## src/sv/limit_checked_stepper_mover_defines.svh

```systemverilog
// Assertion macros for the stepper mover block.
`ifndef LIMIT_CHECKED_STEPPER_MOVER_DEFINES_SVH
`define LIMIT_CHECKED_STEPPER_MOVER_DEFINES_SVH

`ifndef ASSERT_OFF

`define LCSM_ASSERT_IMPL(label, clk, rst_n, ante, cons, msg) \
	label: assert property (@(posedge clk) disable iff (!rst_n) (ante) |-> (cons)) \
		else $error(msg);

`define LCSM_ASSERT_NEXT(label, clk, rst_n, ante, cons, msg) \
	label: assert property (@(posedge clk) disable iff (!rst_n) (ante) |=> (cons)) \
		else $error(msg);

`else

`define LCSM_ASSERT_IMPL(label, clk, rst_n, ante, cons, msg)

`define LCSM_ASSERT_NEXT(label, clk, rst_n, ante, cons, msg)

`endif

`endif

```

## src/sv/lcsm_pkg.sv

```systemverilog
`default_nettype none

package lcsm_pkg;

	localparam int POS_BITS        = 10;
	localparam int HALF_W          = 17;
	localparam int STEP_W          = 16;
	localparam int ADDR_W          = 4;
	localparam int DATA_W          = 32;
	localparam int CHECK_CHUNK_DEF = 16;

	localparam logic [HALF_W-1:0] HALF_PERIOD_RESET = HALF_W'(500);

	// Register indexes (byte address is 4 * index)
	localparam logic [1:0] REG_HALF_PERIOD = 2'd0;
	localparam logic [1:0] REG_LIMIT_LOW   = 2'd1;
	localparam logic [1:0] REG_LIMIT_HIGH  = 2'd2;
	localparam logic [1:0] REG_DRIVE_EN    = 2'd3;

	typedef enum logic [1:0] {
		CMD_TICK       = 2'd0,
		CMD_CHECKED    = 2'd1,
		CMD_MOVE_TO    = 2'd2,
		CMD_FREE       = 2'd3
	} cmd_t;

	typedef enum logic [1:0] {
		MODE_IDLE      = 2'd0,
		MODE_CHECKED   = 2'd1,
		MODE_TO        = 2'd2,
		MODE_FREE      = 2'd3
	} mode_t;

	typedef enum logic [1:0] {
		ERR_NONE       = 2'd0,
		ERR_UPPER      = 2'd1,
		ERR_LOWER      = 2'd2
	} err_t;

	typedef struct packed {
		logic [HALF_W-1:0]   half_period;
		logic [POS_BITS-1:0] limit_low;
		logic [POS_BITS-1:0] limit_high;
	} cfg_t;

	typedef struct packed {
		logic                step;
		logic                dir;
		logic                busy;
		logic                done;
		err_t                fault;
		logic [POS_BITS-1:0] position;
	} status_t;

endpackage

`default_nettype wire

```

## src/sv/lcsm_core.sv

```systemverilog
`default_nettype none

module lcsm_core #(
	parameter int CHECK_CHUNK = lcsm_pkg::CHECK_CHUNK_DEF
) (
	input  logic                              clk,
	input  logic                              arst_n,
	input  logic                              en,
	input  lcsm_pkg::cmd_t                    cmd,
	input  logic signed [lcsm_pkg::STEP_W-1:0] step_count,
	input  logic [lcsm_pkg::POS_BITS-1:0]     move_target,
	input  logic [lcsm_pkg::POS_BITS-1:0]     pot_sample,
	input  lcsm_pkg::cfg_t                    cfg,
	output lcsm_pkg::status_t                 status
);
	import lcsm_pkg::*;

	localparam int CHUNK_W = $clog2(CHECK_CHUNK + 1);
	localparam logic [CHUNK_W-1:0] CC_CHUNK = CHUNK_W'(CHECK_CHUNK);
	localparam logic [STEP_W-1:0]  CC_STEP  = STEP_W'(CHECK_CHUNK);

	logic [HALF_W-1:0]   htc_q, htc_d, htc_inc;
	logic [STEP_W-1:0]   steps_q, steps_d, steps_dec;
	logic [CHUNK_W-1:0]  chunk_q, chunk_d, chunk_dec;
	mode_t               mode_q, mode_d;
	logic                step_q, step_d;
	logic                dir_q, dir_d;
	err_t                fault_q, fault_d;
	logic [POS_BITS-1:0] latched_q, latched_d;
	logic [POS_BITS-1:0] goal_q, goal_d;
	logic                done, finish;

	logic [STEP_W-1:0]   raw, mag;
	logic                start_dir, goal_ahead;
	logic [POS_BITS-1:0] lim_lo, lim_hi;
	err_t                start_hit, run_hit;

	function automatic err_t limit_check(input logic dir, input logic [POS_BITS-1:0] pos,
			input logic [POS_BITS-1:0] lo, input logic [POS_BITS-1:0] hi);
		err_t r;
		r = ERR_NONE;
		if (!dir && pos >= hi) begin
			r = ERR_UPPER;
		end else if (dir && pos <= lo) begin
			r = ERR_LOWER;
		end
		return r;
	endfunction

	function automatic logic [CHUNK_W-1:0] chunk_for(input logic [STEP_W-1:0] n);
		return (n < CC_STEP) ? CHUNK_W'(n) : CC_CHUNK;
	endfunction

	assign raw        = step_count;
	assign mag        = raw[STEP_W-1] ? (~raw + 1'b1) : raw;
	assign start_dir  = (!raw[STEP_W-1] && raw != '0) ? 1'b0 : 1'b1;
	assign lim_lo     = (cfg.limit_low <= cfg.limit_high) ? cfg.limit_low : cfg.limit_high;
	assign lim_hi     = (cfg.limit_low <= cfg.limit_high) ? cfg.limit_high : cfg.limit_low;
	assign start_hit  = limit_check(start_dir, pot_sample, lim_lo, lim_hi);
	assign run_hit    = limit_check(dir_q, pot_sample, lim_lo, lim_hi);
	assign goal_ahead = !dir_q ? (pot_sample < goal_q) : (pot_sample > goal_q);
	assign htc_inc    = htc_q + 1'b1;
	assign chunk_dec  = (chunk_q != '0) ? chunk_q - 1'b1 : '0;
	assign steps_dec  = (steps_q != '0) ? steps_q - 1'b1 : '0;

	always_comb begin
		htc_d     = htc_q;
		steps_d   = steps_q;
		chunk_d   = chunk_q;
		mode_d    = mode_q;
		step_d    = step_q;
		dir_d     = dir_q;
		fault_d   = fault_q;
		latched_d = latched_q;
		goal_d    = goal_q;
		done      = 1'b0;
		finish    = 1'b0;
		if (en) begin
			if (mode_q == MODE_IDLE) begin
				if (cmd != CMD_TICK) begin
					fault_d = ERR_NONE;
					if (cmd == CMD_MOVE_TO) begin
						latched_d = pot_sample;
						goal_d    = move_target;
						if (move_target == pot_sample) begin
							done = 1'b1;
						end else begin
							dir_d   = (move_target > pot_sample) ? 1'b0 : 1'b1;
							chunk_d = CC_CHUNK;
							mode_d  = MODE_TO;
							step_d  = 1'b1;
							htc_d   = '0;
						end
					end else begin
						dir_d = start_dir;
						if (cmd == CMD_CHECKED) begin
							latched_d = pot_sample;
						end
						if (mag == '0) begin
							done = 1'b1;
						end else if (cmd == CMD_CHECKED && start_hit != ERR_NONE) begin
							fault_d = start_hit;
							done    = 1'b1;
						end else begin
							steps_d = mag;
							chunk_d = chunk_for(mag);
							mode_d  = (cmd == CMD_CHECKED) ? MODE_CHECKED : MODE_FREE;
							step_d  = 1'b1;
							htc_d   = '0;
						end
					end
				end
			end else if (htc_inc >= cfg.half_period) begin
				htc_d = '0;
				if (step_q) begin
					step_d = 1'b0;
				end else if (mode_q == MODE_TO) begin
					if (chunk_dec == '0) begin
						// chunk boundary: latch pot, keep going while short of goal
						latched_d = pot_sample;
						if (goal_ahead) begin
							chunk_d = CC_CHUNK;
							step_d  = 1'b1;
						end else begin
							finish = 1'b1;
						end
					end else begin
						chunk_d = chunk_dec;
						step_d  = 1'b1;
					end
				end else begin
					steps_d = steps_dec;
					chunk_d = chunk_dec;
					if (mode_q == MODE_CHECKED && chunk_dec == '0) begin
						latched_d = pot_sample;
					end
					if (steps_dec == '0) begin
						finish = 1'b1;
					end else if (chunk_dec == '0) begin
						if (mode_q == MODE_CHECKED && run_hit != ERR_NONE) begin
							fault_d = run_hit;
							finish  = 1'b1;
						end else begin
							chunk_d = chunk_for(steps_dec);
							step_d  = 1'b1;
						end
					end else begin
						step_d = 1'b1;
					end
				end
			end else begin
				htc_d = htc_inc;
			end
			if (finish) begin
				mode_d  = MODE_IDLE;
				step_d  = 1'b0;
				htc_d   = '0;
				steps_d = '0;
				chunk_d = '0;
				done    = 1'b1;
			end
		end
	end

	always_ff @(posedge clk or negedge arst_n) begin
		if (!arst_n) begin
			htc_q     <= '0;
			steps_q   <= '0;
			chunk_q   <= '0;
			mode_q    <= MODE_IDLE;
			step_q    <= 1'b0;
			dir_q     <= 1'b1;
			fault_q   <= ERR_NONE;
			latched_q <= '0;
			goal_q    <= '0;
		end else begin
			htc_q     <= htc_d;
			steps_q   <= steps_d;
			chunk_q   <= chunk_d;
			mode_q    <= mode_d;
			step_q    <= step_d;
			dir_q     <= dir_d;
			fault_q   <= fault_d;
			latched_q <= latched_d;
			goal_q    <= goal_d;
		end
	end

	assign status.step     = step_d;
	assign status.dir      = dir_d;
	assign status.busy     = (mode_d != MODE_IDLE);
	assign status.done     = done;
	assign status.fault    = fault_d;
	assign status.position = latched_d;

endmodule

`default_nettype wire

```

## src/sv/limit_checked_stepper_mover.sv

```systemverilog
// Step/direction pulse generator with potentiometer limit feedback.
// Input channel (in_valid/in_ready): one request per microsecond tick, carrying
// a command (tick, checked move, move to target, unchecked move), a signed step
// count, a target position and the current pot sample. Commands that arrive
// while a move runs act as plain ticks.
// Output channel (out_valid/out_ready): one result per request with the step,
// direction and enable line levels, busy, move done, error code and the last
// latched position.
// The result of a request accepted at one edge sits in the output register
// from that edge on. Throughput is one request per cycle; the single output
// register sets it, since in_ready is high whenever that register is empty or
// is being drained in the same cycle.
// When the receiver stalls, the result holds and in_ready drops until it is
// taken; no request is lost.
// Registers on the APB port: half period (0x0), lower limit (0x4), upper
// limit (0x8), drive enable (0xC). Write them only while the block is idle.
// Reset: all move state clears, direction line high, half period 500,
// limits 0, driver disabled, no result pending.
`default_nettype none
`include "limit_checked_stepper_mover_defines.svh"

module limit_checked_stepper_mover #(
	parameter int CHECK_CHUNK = lcsm_pkg::CHECK_CHUNK_DEF
) (
	input  logic                               clk,
	input  logic                               arst_n,
	input  logic                               psel,
	input  logic                               penable,
	input  logic                               pwrite,
	input  logic [lcsm_pkg::ADDR_W-1:0]        paddr,
	input  logic [lcsm_pkg::DATA_W-1:0]        pwdata,
	output logic [lcsm_pkg::DATA_W-1:0]        prdata,
	output logic                               pready,
	input  logic                               in_valid,
	output logic                               in_ready,
	input  logic [1:0]                         command,
	input  logic signed [lcsm_pkg::STEP_W-1:0] step_count,
	input  logic [lcsm_pkg::POS_BITS-1:0]      move_target,
	input  logic [lcsm_pkg::POS_BITS-1:0]      pot_sample,
	output logic                               out_valid,
	input  logic                               out_ready,
	output logic                               step_level,
	output logic                               direction_level,
	output logic                               enable_level,
	output logic                               busy_res,
	output logic                               move_done,
	output logic [1:0]                         error_code,
	output logic [lcsm_pkg::POS_BITS-1:0]      position
);
	import lcsm_pkg::*;

	logic [HALF_W-1:0]   half_q;
	logic [POS_BITS-1:0] lim_low_q, lim_high_q;
	logic                drive_en_q;
	logic                cfg_wr, accept;
	cfg_t                cfg;
	status_t             nxt, res_q;
	logic                out_valid_q, enable_q;

	assign pready = 1'b1;
	assign cfg_wr = psel && penable && pwrite && pready;

	always_ff @(posedge clk or negedge arst_n) begin
		if (!arst_n) begin
			half_q     <= HALF_PERIOD_RESET;
			lim_low_q  <= '0;
			lim_high_q <= '0;
			drive_en_q <= 1'b0;
		end else if (cfg_wr) begin
			case (paddr[3:2])
				REG_HALF_PERIOD: half_q     <= pwdata[HALF_W-1:0];
				REG_LIMIT_LOW:   lim_low_q  <= pwdata[POS_BITS-1:0];
				REG_LIMIT_HIGH:  lim_high_q <= pwdata[POS_BITS-1:0];
				REG_DRIVE_EN:    drive_en_q <= pwdata[0];
				default:         drive_en_q <= drive_en_q;
			endcase
		end
	end

	always_comb begin
		case (paddr[3:2])
			REG_HALF_PERIOD: prdata = DATA_W'(half_q);
			REG_LIMIT_LOW:   prdata = DATA_W'(lim_low_q);
			REG_LIMIT_HIGH:  prdata = DATA_W'(lim_high_q);
			REG_DRIVE_EN:    prdata = DATA_W'(drive_en_q);
			default:         prdata = '0;
		endcase
	end

	assign cfg.half_period = half_q;
	assign cfg.limit_low   = lim_low_q;
	assign cfg.limit_high  = lim_high_q;

	// take a request whenever the result slot is free or drains this cycle
	assign in_ready = !out_valid_q || out_ready;
	assign accept   = in_valid && in_ready;

	lcsm_core #(
		.CHECK_CHUNK(CHECK_CHUNK)
	) u_core (
		.clk         (clk),
		.arst_n      (arst_n),
		.en          (accept),
		.cmd         (cmd_t'(command)),
		.step_count  (step_count),
		.move_target (move_target),
		.pot_sample  (pot_sample),
		.cfg         (cfg),
		.status      (nxt)
	);

	always_ff @(posedge clk or negedge arst_n) begin
		if (!arst_n) begin
			out_valid_q <= 1'b0;
		end else if (accept) begin
			out_valid_q <= 1'b1;
		end else if (out_ready) begin
			out_valid_q <= 1'b0;
		end
	end

	always_ff @(posedge clk) begin
		if (accept) begin
			res_q    <= nxt;
			enable_q <= !drive_en_q;
		end
	end

	assign out_valid       = out_valid_q;
	assign step_level      = res_q.step;
	assign direction_level = res_q.dir;
	assign enable_level    = enable_q;
	assign busy_res        = res_q.busy;
	assign move_done       = res_q.done;
	assign error_code      = res_q.fault;
	assign position        = res_q.position;

	`LCSM_ASSERT_IMPL(a_done_idle, clk, arst_n, out_valid && move_done, !busy_res, "done while busy")
	`LCSM_ASSERT_IMPL(a_fault_idle, clk, arst_n, out_valid && error_code != ERR_NONE, !busy_res, "fault while busy")
	`LCSM_ASSERT_IMPL(a_idle_low, clk, arst_n, out_valid && !busy_res, !step_level, "step high while idle")
	`LCSM_ASSERT_NEXT(a_done_shown, clk, arst_n, accept && nxt.done, out_valid && move_done, "done lost")

endmodule

`default_nettype wire

```

## config.mk

```make
export PLATFORM = sky130hd
export DESIGN_NAME = limit_checked_stepper_mover
export DESIGN_NICKNAME = d
export VERILOG_FILES = /design/src/sv/lcsm_pkg.sv /design/src/sv/lcsm_core.sv /design/src/sv/limit_checked_stepper_mover.sv
export VERILOG_INCLUDE_DIRS = /design/src /design/src/sv
export SDC_FILE = /design/constraint.sdc
export NUM_CORES = 1
export LEC_CHECK = 0
export ABC_AREA = 1
export BUFFER_PORTS_ARGS = -buffer_cell sky130_fd_sc_hd__buf_2
export CAP_MARGIN = 30
export CORE_MARGIN = 2
export CORE_UTILIZATION = 42
export DETAILED_ROUTE_END_ITERATION = 16
export SYNTH_ARGS = -nofsm -noshare
export SYNTH_HDL_FRONTEND = slang
export SYNTH_HIERARCHICAL = 1
export SYNTH_SLANG_ARGS = --single-unit
```

## constraint.sdc

```tcl
create_clock -name clk -period 4.1 [get_ports clk]
set_input_delay 0.82 -clock clk [delete_from_list [all_inputs] [get_ports clk]]
set_output_delay 0.82 -clock clk [all_outputs]
set_load 0.02 [all_outputs]
```

---- Yosys cells after proc, flatten, opt, wreduce, memory -nomap -nowiden ----
Cells that the tools add are included.
operators by class
  add/sub/neg operators ................... 4
  magnitude comparators ................... 9
  eq/ne operators ......................... 18
  muxes and demuxes ....................... 117
  bitwise logic cells ..................... 1
  reduce and logical (&&, ||, !) cells .... 38
operator list
  cell                                                         count
  2-to-1 mux 16 bit                                            11
  2-to-1 mux 17 bit                                            8
  one-hot mux 32 bit (4 select lines)                          1
  2-to-1 mux 10 bit                                            12
  2-to-1 mux 5 bit                                             18
  2-to-1 mux 2 bit                                             25
  2-to-1 mux 1 bit                                             42
  logical NOT 16 bit                                           2
  less-than comparator 16 x 5 -> 1 bit, second input constant  2
  nonzero test 16 bit                                          2
  greater-than comparator 10 bit                               2
  <= comparator 10 bit                                         2
  adder 17 x 1 -> 17 bit, second input constant                1
  >= comparator 17 bit                                         1
  adder 16 x 1 -> 16 bit, second input constant                1
  inverter 16 bit                                              1
  AND reduction 8 bit                                          2
  subtractor 16 x 1 -> 16 bit, second input constant           1
  inequality test 3 bit, second input constant                 5
  inequality test 4 bit, second input constant                 3
  logical AND 1 bit                                            11
  == test 10 bit                                               1
  >= comparator 10 bit                                         1
  less-than comparator 10 bit                                  1
  other kinds (15)                                             31
word-level totals
  register bits ........................... 120
  input port bits ......................... 81
  output and inout port bits .............. 52

---- Longest topological paths before layout ----
  word-level depth ........................ 19
  depth in mapped cells ................... 29

---- By module ----
Netlist, hierarchy kept.
modules (own cells, without submodules)
  module                       instances  cells an instance  area an instance (µm²)  sequential area each (µm²)
  lcsm_core                    1          1,185              7,110.6                 1,602.8
  limit_checked_stepper_mover  1          272                2,427.3                 1,493.9

---- Worst setup path before layout ----
No wires, ideal clock.
  kind .................................... reg2reg
  start point ............................. register u_core.htc_q[0]
  end point ............................... register u_core.steps_q[10]
  arrival ................................. 3,604 ps
  data required time ...................... 3,983 ps
  slack ................................... 378 ps
  stages on the path, launching flop included .. 28
  path buffers ............................ 1
  period minus slack after synthesis ...... 3,722 ps
  path through ............................ dfrtp_1 > ha_1 > nand3_1 > nand3b_1 > nor2_1 > nand2_1 > nor2_1 > nand3_1 > nor2_1 > inv_1 > nor2_1 > xnor2_1 > inv_1 > ha_1 > nand2_1 > inv_1 > nand3_1 > nor3_1 > nand3_1 > nand4_1 > nand2_1 > nor2_1 > inv_1 > a21boi_4 > nand2_4 > buf_6 > nand2_1 > nand2_1
on the way
  cells in the longest elaborated chain, start to end .. 7
RTL lines
  what                                                            line              text
  start, declared                                                 lcsm_core.sv:22   logic [HALF_W-1:0] htc_q, htc_d, htc_inc;
  start signal, assigned                                          lcsm_core.sv:177  htc_q <= htc_d;
  adder 17 x 1 -> 17 bit *                                        lcsm_core.sv:62   assign htc_inc = htc_q + 1'b1;
  >= comparator 17 bit *                                          lcsm_core.sv:113  end else if (htc_inc >= cfg.half_period) begin
  2-to-1 mux 1 bit                                                lcsm_core.sv:113
  2-to-1 mux 1 bit                                                lcsm_core.sv:79   if (mode_q == MODE_IDLE) begin
  2-to-1 mux 1 bit                                                lcsm_core.sv:78   if (en) begin
  inequality test 3 bit (no source line) (tied with other cells)  -
  AND reduction 8 bit (no source line)                            -
  end signal, assigned                                            lcsm_core.sv:178  steps_q <= steps_d;
  end, declared                                                   lcsm_core.sv:23   logic [STEP_W-1:0] steps_q, steps_d, steps_dec;
Every way passes the cells marked *; elsewhere a longest branch is shown, timed or not. The select of a mux whose other input is x is not followed.
A chain may end at the register's enable or synchronous reset.

==> results.py <==
metrics = {
    "detailed_routing": {
        "viasPerCell": 4.911,
        "drtAntennaViolNets": 0,
        "routed_wl_mm": 24.92,
        "first_pass_iters": 5,
        "dr.first_iter.drc_count": 598,
        "wl_per_cell_um": 13.38,
        "drcViolationCount": 0,
        "vias": 9150,
    },
    "setup_path": {
        "crit_type": "reg -> reg",
        "critPathLaunchType": "flip-flop",
        "cp.arrival_ps": 4040,
        "critPathMaxStageDelay_ps": 370,
        "critPathSlowestCell": "dfrtp_1",
        "crit_family": "simple AND/OR/NAND/NOR gates",
        "crit_fanout": 5,
        "cp.buffers_inverters": 6,
        "cp.required_ps": 4270,
        "worstSetupEndpointType": "flip-flop",
    },
    "sta": {
        "skew_ps": 11.22,
        "rsz0062_at_grt": "true",
        "timing.final.hold_violations": 0,
        "worstMarginPinSlew_ps": 889.6,
        "slew_headroom_pct": 40.47,
        "fin_crit_ps": 3870,
        "setup_viol": 0,
        "fmax_mhz": 258.4,
        "drv_slew": 0,
        "period_share_pct": 94.40,
    },
    "global_route": {
        "antenna_found_initial": 0,
        "grt.overflow.total": 0,
        "grt.total_usage_pct": 20.84,
        "grt_max_degree": 66,
        "grt_pass1_vias": 8255,
        "grt_pass1_wl_mm": 40.36,
    },
    "synth": {
        "ys_seq_area_share_pct": 32.47,
        "yosysTopAreaCellShare_pct": 25.19,
        "synth_flop_cell": "dfrtp_1",
        "ys_seq_elements": 120,
        "synth_top_cell_by_area": "dfrtp_1",
        "yosys_warnings": 6,
        "yosysMostFrequentCell": "nand2_1",
        "yosys-top-cells-area": "dfrtp_1, nand2_1, ha_1, inv_1, nor2_1",
        "synth_common_cells": "nand2_1, inv_1, nor2_1, dfrtp_1, nand3_1",
        "async_flop_share_pct": 85.83,
        "ys_types": 48,
        "avgSynthCellArea_um2": 6.546,
        "synthCells": 1457,
        "synth_edf_count": 17,
        "syn_area_mm2": 0.009538,
    },
    "die": {
        "die_w_um": 154.7,
        "initial_core_util_pct": 42.52,
        "coreArea_mm2": 0.02243,
        "dieArea_mm2": 0.02393,
        "rows": 55,
        "die_h_um": 154.7,
        "ios": 133,
    },
    "final_layout": {
        "final_layout_size_suffix_gt1_share_pct": 14.26,
        "diodes": 0,
        "fin_area_mm2": 0.01119,
        "nets": 1717,
        "fill_cells": 2311,
        "multi_input_area_mm2": 0.005589,
        "utilization_pct": 49.87,
        "area_growth_pct": 17.30,
        "seqCellArea_mm2": 0.003097,
    },
    "placed_design": {
        "dpl.hpwl_mm": 18.27,
        "gp_congestion": 0.8650,
        "dpl_cell_area_mm2": 0.01030,
        "io_buffers": 99,
    },
    "clock_tree": {
        "clockBufferDepth": 2,
        "cts_hold_buf": 0,
        "cts_tree": "built",
        "cts_buffers": 17,
        "clkSlewWorstSetupHoldPaths_ps": 60,
        "clock_sinks": 120,
        "insertion_delay_ps": 430,
        "htree_levels": 4,
        "root_buffer": "clkbuf_16",
    },
    "power_and_ir_drop": {
        "p_leak_uw": 0.006099,
        "ir_worst_vdd_v": 0.0002575,
        "power.total_uw": 5581,
        "p_per_area_mw_per_mm2": 498.9,
    },
    "status": {
        "status": "finished clean",
    },
    "hold_path": {
        "min-delay-path-class": "reg -> reg",
    },
    "flow_run": {
        "drv_cap": 0,
    },
}
## sequential cells by signal (all words and copies together), names as in the netlist, 2 cells and up
signal	flops
lim_low_q	10
u_core/htc_q	17
position	10
u_core/latched_q	10
u_core/chunk_q	5
lim_high_q	10
error_code	2
u_core/goal_q	10
half_q	17
u_core/fault_q	2
u_core/steps_q	16
u_core/mode_q	2
## logic make-up after synthesis
group           after synthesis  share of synthesized area [%]
simple gates                812                          35.30
fa+ha+maj                    71                          9.314
xor+xnor                     14                          1.286
other cells                   2                        0.07874
buf+inv                     257                          11.33
mux                           1                         0.1049
compound gates              180                          10.11
flops                       120                          32.47
## tightest hold or removal path, delay by kind of cell (launching register included)
kind	cells	cell delay (ps)
DFF	1	370
and+or+nand+nor	2	90
## timing repair
action	4_1_cts	5_1_grt
endpoints found under the setup margin	0	67
gates resized for setup	0	53
buffers inserted	0	7
## report_power, final
group | switching (uW) | internal (uW) | total, uW
clock network | 575 | 958 | 1530
registers | 258 | 1470 | 1730
logic | 1460 | 865 | 2320
total | 2290 | 3290 | 5580
## cell type report
cell class                 instances  area share (%)
tap                              285           3.187
inverter                         205           6.900
clock buffer                      21           3.936
sequential                       120           27.68
timing repair buffer             126           7.012
clock inverter                    11           1.331
multi-input combinational       1095           49.96
## routing by layer
| metal | part of all wire [%] | vias up | track usage (%) | wire length [um] |
|---|---|---|---|---|
| met2 | 44 | 226 | 32.99 | 11010 |
| met5 | 0 | - | 0 | 0 |
| li1 | - | 4801 | - | - |
| met4 | 1.4 | 0 | 5.644 | 343 |
| met3 | 4.6 | 26 | 3.727 | 1158 |
| met1 | 50 | 4097 | 29.42 | 12400 |
## path summary, 6_finish.rpt
check,startpoint,end,slack [ps],cells past startpoint
setup / recovery,u_core/htc_q[1],position[7],230,28
min in group asynchronous,arst_n,u_core/steps_q[10],500,1
hold / removal,half_q[2],half_q[2],470,2
setup reg to reg,u_core/htc_q[1],position[7],230,28
max in group asynchronous,arst_n,half_q[5],2770,2
hold reg to reg,half_q[2],half_q[2],470,2
## placed cells by master, fill, tap and decap left out, types with 7 or more instances in the layout
cell,n
buf_4,20
nand3_1,90
conb_1,16
nand4_1,15
clkbuf_16,19
nor2_2,11
dfstp_2,7
o21ai_0,76
inv_1,198
edfxtp_1,17
o21ai_1,9
ha_1,69
a21oi_1,64
nand2_1,511
nand2_2,7
nor2_1,137
xor2_1,11
nor3_1,8
dfrtp_1,96
buf_2,98
## metrics by stage
step,hold slack [ps],setup TNS [ps],setup WS [ps],instances
2_1_floorplan,448.8,0,378.3,1471
3_3_place_gp,461.1,0,125.2,1820
3_5_place_dp,462.9,0,90.87,1820
4_1_cts,472.3,0,73.91,1852
5_1_grt,494.0,-322.2,-49.85,1863
6_report,470.0,0,229.5,1863
Power figures use the tool's default switching activity.
